===== config.mk =====
export PLATFORM = sky130hd
export DESIGN_NAME = complex_magnitude_phase
export DESIGN_NICKNAME = d
export VERILOG_FILES = /design/src/rtl/cmp_pkg.sv /design/src/rtl/cmp_prerot.sv /design/src/rtl/cmp_cordic.sv /design/src/rtl/cmp_post.sv /design/src/rtl/complex_magnitude_phase.sv
export SDC_FILE = /design/constraint.sdc
export NUM_CORES = 2
export LEC_CHECK = 0
export BUFFER_PORTS_ARGS = -buffer_cell sky130_fd_sc_hd__buf_2
export CORE_MARGIN = 4
export CORE_UTILIZATION = 25
export DETAILED_ROUTE_END_ITERATION = 7
export HOLD_SLACK_MARGIN = 0.1
export PLACE_DENSITY = 0.43
export SYNTH_ARGS = -nofsm -noshare
export SYNTH_HDL_FRONTEND = slang
export SYNTH_SLANG_ARGS = --single-unit

===== constraint.sdc =====
create_clock -name clk -period 15 [get_ports clk]
set_input_delay 1.5 -clock clk [delete_from_list [all_inputs] [get_ports clk]]
set_output_delay 1.5 -clock clk [all_outputs]
set_load 0.05 [all_outputs]

===== src/rtl/cmp_pkg.sv =====
// Shared constants, beat type and arctangent table for the magnitude/phase pipeline.
package cmp_pkg;

  // Sample width and number of micro-rotation stages
  localparam int DATA_WIDTH  = 16;
  localparam int ITERATIONS  = 16;
  localparam int ATAN_COUNT  = 24;
  localparam int NUM_STAGES  = (ITERATIONS < ATAN_COUNT) ? ITERATIONS : ATAN_COUNT;

  // Datapath widths
  localparam int GUARD       = 8;
  localparam int XY_W        = DATA_WIDTH + GUARD + 3;
  localparam int Z_W         = 34;
  localparam int MAG_W       = 16;
  localparam int ANG_W       = 16;
  localparam int GAIN_W      = 22;
  localparam int PROD_W      = XY_W - 1 + GAIN_W;
  localparam int MAG_SHIFT   = GUARD + 22;
  localparam int Z_SHIFT     = 17;
  localparam int ZR_W        = Z_W - Z_SHIFT;

  // Stream widths, padded to whole bytes
  localparam int IN_TDATA_W  = ((2 * DATA_WIDTH + 7) / 8) * 8;
  localparam int OUT_TDATA_W = ((MAG_W + ANG_W + 7) / 8) * 8;

  // Numeric constants
  localparam int GAIN_Q22    = 2547003;
  localparam int MAG_MAX     = 46341;
  localparam int PI_Q13      = 25736;
  localparam int HALF_PI_Q13 = 12868;
  localparam int HALF_PI_Q30 = 1686629713;
  localparam int Z_ROUND     = 65536;

  // atan(2^-i) in Q30 radians
  localparam int ATAN_Q30 [ATAN_COUNT] = '{
    843314857, 497837829, 263043837, 133525159, 67021687, 33543516,
    16775851, 8388437, 4194283, 2097149, 1048576, 524288,
    262144, 131072, 65536, 32768, 16384, 8192,
    4096, 2048, 1024, 512, 256, 128
  };

  // One beat travelling down the pipeline
  typedef struct packed {
    logic signed [XY_W-1:0]  x;
    logic signed [XY_W-1:0]  y;
    logic signed [Z_W-1:0]   z;
    logic                    special;
    logic        [MAG_W-1:0] sp_mag;
    logic        [ANG_W-1:0] sp_ang;
  } cmp_beat_t;

endpackage


===== src/rtl/cmp_prerot.sv =====
// Entry stage: axis detection and rotation of left half-plane samples into the right half-plane.
module cmp_prerot (
  input  logic                                clk,
  input  logic                                rst,
  input  logic                                in_valid,
  output logic                                in_ready,
  input  logic signed [cmp_pkg::DATA_WIDTH-1:0] re_part,
  input  logic signed [cmp_pkg::DATA_WIDTH-1:0] im_part,
  output logic                                out_valid,
  input  logic                                out_ready,
  output cmp_pkg::cmp_beat_t                  out_beat
);

  logic signed [cmp_pkg::DATA_WIDTH:0] re_x;
  logic signed [cmp_pkg::DATA_WIDTH:0] im_x;
  logic signed [cmp_pkg::DATA_WIDTH:0] re_neg;
  logic signed [cmp_pkg::DATA_WIDTH:0] im_neg;
  logic signed [cmp_pkg::DATA_WIDTH:0] x0;
  logic signed [cmp_pkg::DATA_WIDTH:0] y0;
  logic signed [cmp_pkg::DATA_WIDTH:0] axis_abs;
  logic                                re_zero;
  logic                                im_zero;
  cmp_pkg::cmp_beat_t                  beat_next;

  // Widen by one bit so that negating the most negative value is exact
  always_comb begin
    re_x    = {re_part[cmp_pkg::DATA_WIDTH-1], re_part};
    im_x    = {im_part[cmp_pkg::DATA_WIDTH-1], im_part};
    re_neg  = -re_x;
    im_neg  = -im_x;
    re_zero = (re_part == '0);
    im_zero = (im_part == '0);
  end

  // Pick the starting vector and angle offset by half-plane
  always_comb begin
    beat_next = '0;
    if (!re_x[cmp_pkg::DATA_WIDTH]) begin
      x0          = re_x;
      y0          = im_x;
      beat_next.z = '0;
    end else if (!im_x[cmp_pkg::DATA_WIDTH]) begin
      x0          = im_x;
      y0          = re_neg;
      beat_next.z = cmp_pkg::Z_W'(cmp_pkg::HALF_PI_Q30);
    end else begin
      x0          = im_neg;
      y0          = re_x;
      beat_next.z = cmp_pkg::Z_W'(-cmp_pkg::HALF_PI_Q30);
    end
    beat_next.x = cmp_pkg::XY_W'(x0) <<< cmp_pkg::GUARD;
    beat_next.y = cmp_pkg::XY_W'(y0) <<< cmp_pkg::GUARD;

    // Samples on an axis bypass the rotations
    beat_next.special = re_zero || im_zero;
    if (im_zero) begin
      axis_abs         = re_x[cmp_pkg::DATA_WIDTH] ? re_neg : re_x;
      beat_next.sp_ang = re_x[cmp_pkg::DATA_WIDTH] ? cmp_pkg::ANG_W'(cmp_pkg::PI_Q13) : '0;
    end else begin
      axis_abs         = im_x[cmp_pkg::DATA_WIDTH] ? im_neg : im_x;
      beat_next.sp_ang = im_x[cmp_pkg::DATA_WIDTH] ? cmp_pkg::ANG_W'(-cmp_pkg::HALF_PI_Q13)
                                                   : cmp_pkg::ANG_W'(cmp_pkg::HALF_PI_Q13);
    end
    if (axis_abs > cmp_pkg::MAG_MAX) begin
      beat_next.sp_mag = cmp_pkg::MAG_W'(cmp_pkg::MAG_MAX);
    end else begin
      beat_next.sp_mag = cmp_pkg::MAG_W'(axis_abs);
    end
  end

  assign in_ready = !out_valid || out_ready;

  // Stage valid
  always_ff @(posedge clk) begin
    if (rst) begin
      out_valid <= 1'b0;
    end else if (in_ready) begin
      out_valid <= in_valid;
    end
  end

  // Stage payload
  always_ff @(posedge clk) begin
    if (in_ready && in_valid) begin
      out_beat <= beat_next;
    end
  end

endmodule


===== src/rtl/cmp_cordic.sv =====
// Vectoring CORDIC: one registered micro-rotation per stage, each stage with its own handshake.
module cmp_cordic (
  input  logic               clk,
  input  logic               rst,
  input  logic               in_valid,
  output logic               in_ready,
  input  cmp_pkg::cmp_beat_t in_beat,
  output logic               out_valid,
  input  logic               out_ready,
  output cmp_pkg::cmp_beat_t out_beat
);

  localparam int N = cmp_pkg::NUM_STAGES;

  logic               valid [N+1];
  logic               ready [N+1];
  cmp_pkg::cmp_beat_t beat  [N+1];

  assign valid[0]  = in_valid;
  assign beat[0]   = in_beat;
  assign in_ready  = ready[0];
  assign ready[N]  = out_ready;
  assign out_valid = valid[N];
  assign out_beat  = beat[N];

  for (genvar k = 0; k < N; k++) begin : g_stage
    logic signed [cmp_pkg::XY_W-1:0] xc;
    logic signed [cmp_pkg::XY_W-1:0] yc;
    logic signed [cmp_pkg::XY_W-1:0] dx;
    logic signed [cmp_pkg::XY_W-1:0] dy;
    cmp_pkg::cmp_beat_t              nxt;

    // Rotate towards the x axis by atan(2^-k)
    always_comb begin
      xc  = beat[k].x;
      yc  = beat[k].y;
      dx  = yc >>> k;
      dy  = xc >>> k;
      nxt = beat[k];
      if (!yc[cmp_pkg::XY_W-1]) begin
        nxt.x = xc + dx;
        nxt.y = yc - dy;
        nxt.z = beat[k].z + cmp_pkg::Z_W'(cmp_pkg::ATAN_Q30[k]);
      end else begin
        nxt.x = xc - dx;
        nxt.y = yc + dy;
        nxt.z = beat[k].z - cmp_pkg::Z_W'(cmp_pkg::ATAN_Q30[k]);
      end
    end

    // Take a beat when this stage is empty or drains this cycle
    assign ready[k] = !valid[k+1] || ready[k+1];

    always_ff @(posedge clk) begin
      if (rst) begin
        valid[k+1] <= 1'b0;
      end else if (ready[k]) begin
        valid[k+1] <= valid[k];
      end
    end

    always_ff @(posedge clk) begin
      if (ready[k] && valid[k]) begin
        beat[k+1] <= nxt;
      end
    end
  end

endmodule


===== src/rtl/cmp_post.sv =====
// Gain correction, rounding, saturation and output register.
module cmp_post (
  input  logic                    clk,
  input  logic                    rst,
  input  logic                    in_valid,
  output logic                    in_ready,
  input  cmp_pkg::cmp_beat_t      in_beat,
  output logic                    out_valid,
  input  logic                    out_ready,
  output logic [cmp_pkg::MAG_W-1:0] magnitude,
  output logic [cmp_pkg::ANG_W-1:0] angle
);

  localparam int MAG_FULL_W = cmp_pkg::PROD_W - cmp_pkg::MAG_SHIFT;

  // Multiply stage
  logic                              a_valid;
  logic                              a_ready;
  logic        [cmp_pkg::PROD_W-1:0] a_prod;
  logic signed [cmp_pkg::ZR_W-1:0]   a_zr;
  logic                              a_special;
  logic        [cmp_pkg::MAG_W-1:0]  a_sp_mag;
  logic        [cmp_pkg::ANG_W-1:0]  a_sp_ang;

  logic        [cmp_pkg::XY_W-2:0]   x_pos;
  logic        [cmp_pkg::GAIN_W-1:0] gain;
  logic        [cmp_pkg::PROD_W-1:0] prod;
  logic signed [cmp_pkg::Z_W-1:0]    z_sum;

  // Output stage
  logic        [cmp_pkg::PROD_W-1:0] mag_sum;
  logic        [MAG_FULL_W-1:0]      mag_full;
  logic        [cmp_pkg::MAG_W-1:0]  mag_next;
  logic        [cmp_pkg::ANG_W-1:0]  ang_next;

  // Clip negative x, scale by 1/K, round the angle to Q13
  always_comb begin
    x_pos = in_beat.x[cmp_pkg::XY_W-1] ? '0 : in_beat.x[cmp_pkg::XY_W-2:0];
    gain  = cmp_pkg::GAIN_W'(cmp_pkg::GAIN_Q22);
    prod  = cmp_pkg::PROD_W'(x_pos) * cmp_pkg::PROD_W'(gain);
    z_sum = in_beat.z + cmp_pkg::Z_W'(cmp_pkg::Z_ROUND);
  end

  assign in_ready = !a_valid || a_ready;

  always_ff @(posedge clk) begin
    if (rst) begin
      a_valid <= 1'b0;
    end else if (in_ready) begin
      a_valid <= in_valid;
    end
  end

  always_ff @(posedge clk) begin
    if (in_ready && in_valid) begin
      a_prod    <= prod;
      a_zr      <= z_sum[cmp_pkg::Z_W-1:cmp_pkg::Z_SHIFT];
      a_special <= in_beat.special;
      a_sp_mag  <= in_beat.sp_mag;
      a_sp_ang  <= in_beat.sp_ang;
    end
  end

  // Round and saturate magnitude, clamp angle, select axis results
  always_comb begin
    mag_sum  = a_prod + (cmp_pkg::PROD_W'(1) << (cmp_pkg::MAG_SHIFT - 1));
    mag_full = mag_sum[cmp_pkg::PROD_W-1:cmp_pkg::MAG_SHIFT];
    if (a_special) begin
      mag_next = a_sp_mag;
      ang_next = a_sp_ang;
    end else begin
      if (mag_full > cmp_pkg::MAG_MAX) begin
        mag_next = cmp_pkg::MAG_W'(cmp_pkg::MAG_MAX);
      end else begin
        mag_next = cmp_pkg::MAG_W'(mag_full);
      end
      priority if (a_zr > cmp_pkg::PI_Q13) begin
        ang_next = cmp_pkg::ANG_W'(cmp_pkg::PI_Q13);
      end else if (a_zr < -cmp_pkg::PI_Q13) begin
        ang_next = cmp_pkg::ANG_W'(-cmp_pkg::PI_Q13);
      end else begin
        ang_next = cmp_pkg::ANG_W'(a_zr);
      end
    end
  end

  assign a_ready = !out_valid || out_ready;

  always_ff @(posedge clk) begin
    if (rst) begin
      out_valid <= 1'b0;
    end else if (a_ready) begin
      out_valid <= a_valid;
    end
  end

  always_ff @(posedge clk) begin
    if (a_ready && a_valid) begin
      magnitude <= mag_next;
      angle     <= ang_next;
    end
  end

endmodule


===== src/rtl/complex_magnitude_phase.sv =====
// Top level: magnitude and four-quadrant angle of a complex sample stream.
//
// Slave stream s_*: one complex sample per beat, real part in the low half of
// s_tdata and imaginary part above it, both two's complement.
// Master stream m_*: one result per sample, in order; magnitude (unsigned,
// rounded, saturated to 46341) in the low half of m_tdata, angle above it as
// signed Q3.13 radians (pi = 25736), zero for the origin.
// Path: an accepted beat is loaded into the entry stage register, then passes
// one register per micro-rotation, the multiply stage and the output register
// before it appears on m_tvalid.
// Throughput: one sample per clock while m_tready stays high; every stage is a
// register with its own valid bit, from the entry stage through the rotations to the output.
// Stalls: when m_tready is low, results hold and empty stages further up keep
// filling; s_tready falls only once every stage holds a beat.
// Reset (rst, synchronous): clears every valid bit; no result is pending
// afterwards and the block keeps no other state.
module complex_magnitude_phase (
  input  logic                               clk,
  input  logic                               rst,
  input  logic                               s_tvalid,
  output logic                               s_tready,
  input  logic [cmp_pkg::IN_TDATA_W-1:0]     s_tdata,   // re_part, im_part
  output logic                               m_tvalid,
  input  logic                               m_tready,
  output logic [cmp_pkg::OUT_TDATA_W-1:0]    m_tdata    // magnitude, angle
);

  localparam int DW = cmp_pkg::DATA_WIDTH;

  logic                              pre_valid;
  logic                              pre_ready;
  cmp_pkg::cmp_beat_t                pre_beat;
  logic                              rot_valid;
  logic                              rot_ready;
  cmp_pkg::cmp_beat_t                rot_beat;
  logic        [cmp_pkg::MAG_W-1:0]  magnitude;
  logic signed [cmp_pkg::ANG_W-1:0]  angle;

  cmp_prerot u_prerot (
    .clk       (clk),
    .rst       (rst),
    .in_valid  (s_tvalid),
    .in_ready  (s_tready),
    .re_part   (s_tdata[DW-1:0]),
    .im_part   (s_tdata[2*DW-1:DW]),
    .out_valid (pre_valid),
    .out_ready (pre_ready),
    .out_beat  (pre_beat)
  );

  cmp_cordic u_cordic (
    .clk       (clk),
    .rst       (rst),
    .in_valid  (pre_valid),
    .in_ready  (pre_ready),
    .in_beat   (pre_beat),
    .out_valid (rot_valid),
    .out_ready (rot_ready),
    .out_beat  (rot_beat)
  );

  cmp_post u_post (
    .clk       (clk),
    .rst       (rst),
    .in_valid  (rot_valid),
    .in_ready  (rot_ready),
    .in_beat   (rot_beat),
    .out_valid (m_tvalid),
    .out_ready (m_tready),
    .magnitude (magnitude),
    .angle     (angle)
  );

  // Pack the result, zero-filled to whole bytes
  assign m_tdata = cmp_pkg::OUT_TDATA_W'({angle, magnitude});

`ifndef NO_ASSERTIONS
  // Saturation never lets a magnitude above the limit through
  a_mag_range: assert property (@(posedge clk) disable iff (rst)
    m_tvalid |-> (magnitude <= cmp_pkg::MAG_W'(cmp_pkg::MAG_MAX)))
    else $error("magnitude above saturation limit");

  // Angle stays within plus or minus pi
  a_ang_range: assert property (@(posedge clk) disable iff (rst)
    m_tvalid |-> ((angle <= cmp_pkg::PI_Q13) && (angle >= -cmp_pkg::PI_Q13)))
    else $error("angle outside plus or minus pi");

  // A draining output lets every stage advance, so the input is never held
  a_ready_chain: assert property (@(posedge clk) disable iff (rst)
    m_tready |-> s_tready)
    else $error("input stalled while output drains");

  // Reset empties the pipeline
  a_reset_empty: assert property (@(posedge clk)
    $past(rst) |-> !m_tvalid)
    else $error("result pending right after reset");
`endif

endmodule


* After elaboration in Yosys (flattened, before gate mapping) *
Cells that the tools add are included.

word-level totals
  register bits after elaboration = 2159
  output and inout bits = 34

cells by class
  add/sub/neg operators = 99
  multiply operators = 1
  order comparisons = 4
  multiplexer cells = 32
  reductions and logical operators = 60

operators by type and width
  cell                                                                   count
  88-bit two-way mux                                                     16
  16-bit two-way mux                                                     7
  17-bit two-way mux                                                     6
  34-bit by 18-bit adder with 34-bit output, second input constant       2
  34-bit by 22-bit adder with 34-bit output, second input constant       2
  34-bit by 22-bit subtractor with 34-bit output, second input constant  2
  27-bit by 12-bit adder with 27-bit output                              2
  27-bit by 13-bit adder with 27-bit output                              2
  27-bit by 14-bit adder with 27-bit output                              2
  27-bit by 15-bit adder with 27-bit output                              2
  27-bit by 16-bit adder with 27-bit output                              2
  27-bit by 17-bit adder with 27-bit output                              2
  27-bit by 18-bit adder with 27-bit output                              2
  27-bit by 19-bit adder with 27-bit output                              2
  27-bit by 20-bit adder with 27-bit output                              2
  27-bit by 21-bit adder with 27-bit output                              2
  27-bit by 22-bit adder with 27-bit output                              2
  27-bit by 23-bit adder with 27-bit output                              2
  27-bit by 24-bit adder with 27-bit output                              2
  27-bit by 25-bit adder with 27-bit output                              2
  27-bit by 26-bit adder with 27-bit output                              2
  27-bit by 12-bit subtractor with 27-bit output                         2
  27-bit by 13-bit subtractor with 27-bit output                         2
  27-bit by 14-bit subtractor with 27-bit output                         2
  55 further kinds                                                       125

* Depth between registers and ports, before layout *
  word-level depth = 21
  gate-level depth with buffers = 28
  mapped depth without buffers = 26

* Cells and area by module *
Synthesis repeated with hierarchy kept, for this count alone.

second synthesis, totals
  cell total of the unflattened synthesis = 14615
  area total of the unflattened synthesis = 152226.0 µm²

by module, submodules not included
  module      times used  cells an instance  area each (µm²)  sequential area each (µm²)
  cmp_cordic  1           12669              132390.7         58426.0
  cmp_post    1           1524               15712.6          3072.9
  cmp_prerot  1           422                4122.7           1791.7

* Worst setup path before layout *
Ideal clock, no wire load.

  path type = input to register
  from = input m_tready
  to = register u_cordic.beat[1000] in the netlist's numbering, enable pin
  library setup time = 0.747 ns
  arrival = 10.112 ns
  data required time = 14.253 ns
  setup slack = 4.140 ns
  cell stages on the path = 6
  path buffers = 0
  cell sequence = nor3b_1 and2_1 nand2_1 nor2_1 and3_1 a21boi_0

on the way
  longest elaborated chain between the ends = 12

RTL lines
  what                           line                           RTL
  start, declared                complex_magnitude_phase.sv:24  input logic m_tready,
  1-bit logical OR               cmp_post.sv:87                 assign a_ready = !out_valid || out_ready;
  1-bit logical OR               cmp_post.sv:44                 assign in_ready = !a_valid || a_ready;
  1-bit logical OR (9 in a row)  cmp_cordic.sv:52               assign ready[k] = !valid[k+1] || ready[k+1];
  1-bit logical AND              cmp_cordic.sv:63               if (ready[k] && valid[k]) begin
  end signal, assigned by index  cmp_cordic.sv:64               beat[k+1] <= nxt;
  end, declared                  cmp_cordic.sv:17               cmp_pkg::cmp_beat_t beat [N+1];

No other way between the ends.
A chain may end at the register's enable or synchronous reset.

* Final worst setup path *
  from = register u_cordic.beat, in the netlist u_cordic.out_beat[120]
  to = register u_post.a_prod[47] in the netlist's numbering (data pin)

on the way
  longest elaborated chain between the ends = 2

RTL lines
  what                                            line            RTL
  26-bit two-way mux                              cmp_post.sv:38  x_pos = in_beat.x[cmp_pkg::XY_W-1] ? '0 : in_beat.x[cmp_pkg::XY_W-2:0];
  26-bit by 22-bit multiplier with 48-bit output  cmp_post.sv:40  prod = cmp_pkg::PROD_W'(x_pos) * cmp_pkg::PROD_W'(gain);
  net u_post.prod, one bit                        cmp_post.sv:27  logic [cmp_pkg::PROD_W-1:0] prod;
  end signal, assigned                            cmp_post.sv:56  a_prod <= prod;
  end, declared                                   cmp_post.sv:19  logic [cmp_pkg::PROD_W-1:0] a_prod;

The timed path passes the listed nets, and every way through them passes these cells.

==> impl_metrics.json <==
{
  "outcome": "finished, final reports clean",
  "combinationalPowerShare_pct": 11.4,
  "cp_max_fo": 67,
  "hold_class": "reg -> reg",
  "final_layout_size_suffix_gt1_share_pct": 4.804,
  "grt_pass1_vias": 89450,
  "p_switching_uw": 3048,
  "dp_hpwl_mm": 261.2,
  "slowest_delay_ns": 0.77,
  "worstPathArrival_ns": 9.47,
  "antenna_found_initial": 15,
  "path_common_cell": "fa_1",
  "grt_max_degree": 111,
  "synth_edf_count": 1711,
  "ys_seq_elements": 1730,
  "mappedNetlistNets": 14370,
  "post_cts_buffers": 0,
  "dieArea_um2": 529800,
  "drt_iter0_markers": 4696,
  "die_y_um": 727.9,
  "syn_inst": 12660,
  "min_period_ns": 8.846,
  "numCtsBuffers": 210,
  "syn-cell-area_um2": 129600,
  "die_w_um": 727.9,
  "place.gp.congestion": 0.8324,
  "cts_tree": "yes",
  "ios": 70,
  "synth.largest_area_cell": "edfxtp_1",
  "period_share_pct": 58.97,
  "nets": 14550,
  "regArea_um2": 51760,
  "clkTransAtPathRegs_ns": 0.06,
  "setup_ws_ns": 6.154,
  "area_growth_pct": 12.75,
  "leakagePower_uw": 0.05776,
  "avgSynthCellArea_um2": 10.24,
  "cts.path.max_buffers": 4,
  "clock-sinks": 1730,
  "route.vias.total": 89890,
  "fmax_mhz": 113.1,
  "portBuffers": 69,
  "whs_path_depth": 0,
  "synthTopCellsByArea": "edfxtp_1, ha_1, xnor2_1",
  "crit_path_end_kind": "flip-flop",
  "cap_violations": 0,
  "clock_latency_ns": 0.91,
  "pwr_density_cell_nw_per_um2": 84.58,
  "grt-ovfl-total": 0,
  "postRouteAntennaNets": 0,
  "rows": 264,
  "finalHoldViolCount": 0,
  "h-tree-depth": 4,
  "internal-power_uw": 9306,
  "swShare_pct": 24.67,
  "track_usage_pct": 12.02,
  "p_clk_share_pct": 43.8,
  "start_kind": "flip-flop",
  "wl_per_cell_um": 16.36,
  "ff2ff_path_depth": 24,
  "finalClockSkew_ns": 0.05089,
  "viasPerCell": 4.511,
  "ir_drop_uv": 93.91,
  "slew_violations": 0,
  "ys_warn_count": 0,
  "post_cts_resized": 0,
  "tightest_slew_ns": 1.228,
  "multi_input_area_um2": 73730,
  "initial_core_util_pct": 25.08,
  "grt_pass1_wl_mm": 516.4,
  "finalWirelength_mm": 326.0,
  "first_pass_iters": 5,
  "cp.required_ns": 15.62,
  "core_um2": 516600,
  "critPathKind": "reg -> reg",
  "path_cells": "buf_4 > nor2b_1 > and2_1 > a21oi_1 > fa_1 > fa_1 > inv_1 > fa_1 > fa_1 > fa_1 > inv_1 > fa_1 > inv_1 > ha_1 > a21oi_1 > o211ai_1 > nor4_1 > a311oi_1 > o21ai_0 > a31oi_1 > o21a_1 > o21ai_0 > a21oi_1 > xnor2_1",
  "synthFlopType": "edfxtp_1",
  "timing.setup.tns_ns": 0,
  "yosysTopAreaCellShare_pct": 39.66,
  "seqPwrFrac_pct": 44.8,
  "grt_setup_unrepaired": "no",
  "drc_errors": 0,
  "async_flop_share_pct": 0,
  "root_buffer": "clkbuf_16",
  "seq_area_frac_synth_pct": 39.95,
  "setup_viol": 0,
  "crit_slowest_cell": "nor2b_1",
  "synth_cell_type_count": 101,
  "fillerInstances": 54160,
  "relSlewSlack_pct": 17.36,
  "hold_buffers": 0,
  "dp_slack_ns": 6.260
}
-- power groups by stage --
stage | sequential [uW] | clock, uW | combinational, uW
2_1_floorplan | 5610 | 0 | 1090
3_3_place_gp | 5640 | 0 | 1420
3_5_place_dp | 5640 | 0 | 1420
4_1_cts | 5540 | 5650 | 1420
5_1_grt | 5550 | 5840 | 1600
6_report | 5540 | 5410 | 1410
-- Yosys cell counts (18+ instances only) --
library cell	instances
and3_1	171
nand4_1	67
xor2_1	459
a311oi_1	18
ha_1	1394
inv_1	942
o21ai_0	504
or4_1	29
a2111oi_0	29
o41ai_1	45
a221oi_1	23
xnor2_1	1067
o21bai_1	152
nor2b_1	218
a21oi_1	1046
o21a_1	153
a31o_2	30
clkbuf_1	166
o31a_1	22
a211oi_1	79
nand2_1	556
fa_1	285
a31oi_1	138
or3_1	88
a21boi_0	59
a21o_1	422
nor3b_1	33
mux2i_1	39
a211o_1	44
nand2b_1	151
o211ai_1	47
o211a_1	18
dfxtp_1	19
edfxtp_1	1711
mux2_2	27
o21ai_1	26
or2_2	33
nor2_1	1234
and2_1	97
o2111ai_1	24
nor4_1	87
o31ai_1	61
nor3_1	374
nand3_1	197
buf_1	20
-- layout by cell type, fill, tap and decap left out, types with 285 or more instances in the layout --
| cell type | netlist | routed |
|---|---|---|
| edfxtp_1 | 1711 | 1711 |
| ha_1 | 1394 | 1394 |
| nor2_1 | 1234 | 1233 |
| xnor2_1 | 1067 | 1067 |
| a21oi_1 | 1046 | 1044 |
| inv_1 | 942 | 942 |
| nand2_1 | 556 | 556 |
| o21ai_0 | 504 | 504 |
| xor2_1 | 459 | 459 |
| a21o_1 | 422 | 422 |
| nor3_1 | 374 | 373 |
| fa_1 | 285 | 285 |
-- layer usage --
| metal | track usage [%] | vias up | share of wire [%] |
|---|---|---|---|
| met4 | 2.773 | 2 | 2.2 |
| met2 | 20.78 | 907 | 48 |
| met1 | 16.14 | 42220 | 47 |
| met3 | 1.186 | 351 | 2.6 |
| met5 | 0 | - | 0.0025 |
| li1 | - | 46410 | - |
-- final cells by class --
cell class / instances / area share [%]
multi-input combinational: 9789 / 50.47
sequential: 1730 / 35.44
tap: 6916 / 5.924
clock buffer: 248 / 3.752
inverter: 947 / 2.434
clock inverter: 140 / 1.277
timing repair buffer: 156 / 0.7007
antenna: 2 / 0.003426
-- stage by stage --
step / utilization [%] / power, uW / cells / hold WS, ns / area (um2)
floorplan: - / 6695 / 12660 / 0.4003 / 129600
global placement: 26.85 / 7057 / 19540 / 0.4018 / 138700
detailed placement: 26.85 / 7057 / 19540 / 0.4045 / 138700
CTS: 28.27 / 12610 / 19930 / 0.3729 / 146100
global route: 28.27 / 12990 / 19930 / 0.3949 / 146100
finish: 28.27 / 12350 / 19930 / 0.3818 / 146100
-- worst max-delay path: cells and delay by family (launching register included) --
kind / cells / cell delay (ns)
xor+xnor: 1 / 0.16
compound gates: 9 / 2.40
fa+ha+maj: 7 / 3.44
flops: 1 / 0.35
simple gates: 3 / 1.69
buf+inv: 4 / 0.48
-- worst paths after layout --
kind | from | end | slack [ns]
worst min-delay path | u_cordic.beat[1835] | u_cordic.beat[1714] | 0.38
worst max-delay path | u_cordic.out_beat[120] | u_post.a_prod[47] | 6.15
worst min register to register | u_cordic.beat[1835] | u_cordic.beat[1714] | 0.38
worst max register to register | u_cordic.out_beat[120] | u_post.a_prod[47] | 6.15
-- sequential cells by signal, indices dropped and copies added (netlist names), 5 cells and up --
signal,count
u_cordic.beat,750
u_cordic.g_stage.xc,378
u_cordic.g_stage.yc,367
u_cordic.out_beat,67
u_prerot.out_beat,59
u_post.a_prod,19
u_post.a_zr,17
u_post.a_sp_mag,16
u_post.angle,16
u_post.magnitude,16
u_cordic.valid,15
u_post.a_sp_ang,5
-- kinds of logic (layout without fill, tap and decap cells) --
family	Yosys count	count (layout)	synth area share, %
and+or+nand+nor	3408	3408	12.63
AOI/OAI and AO/OA	3107	3107	15.37
DFF	1730	1730	39.95
adders and majority gates	1680	1680	17.87
xor gates and xnor gates	1527	1527	10.33
buffers and inverters	1136	1491	3.294
muxes	66	66	0.5360
other	1	3	0.002895
(Power assumes the default switching activity.)
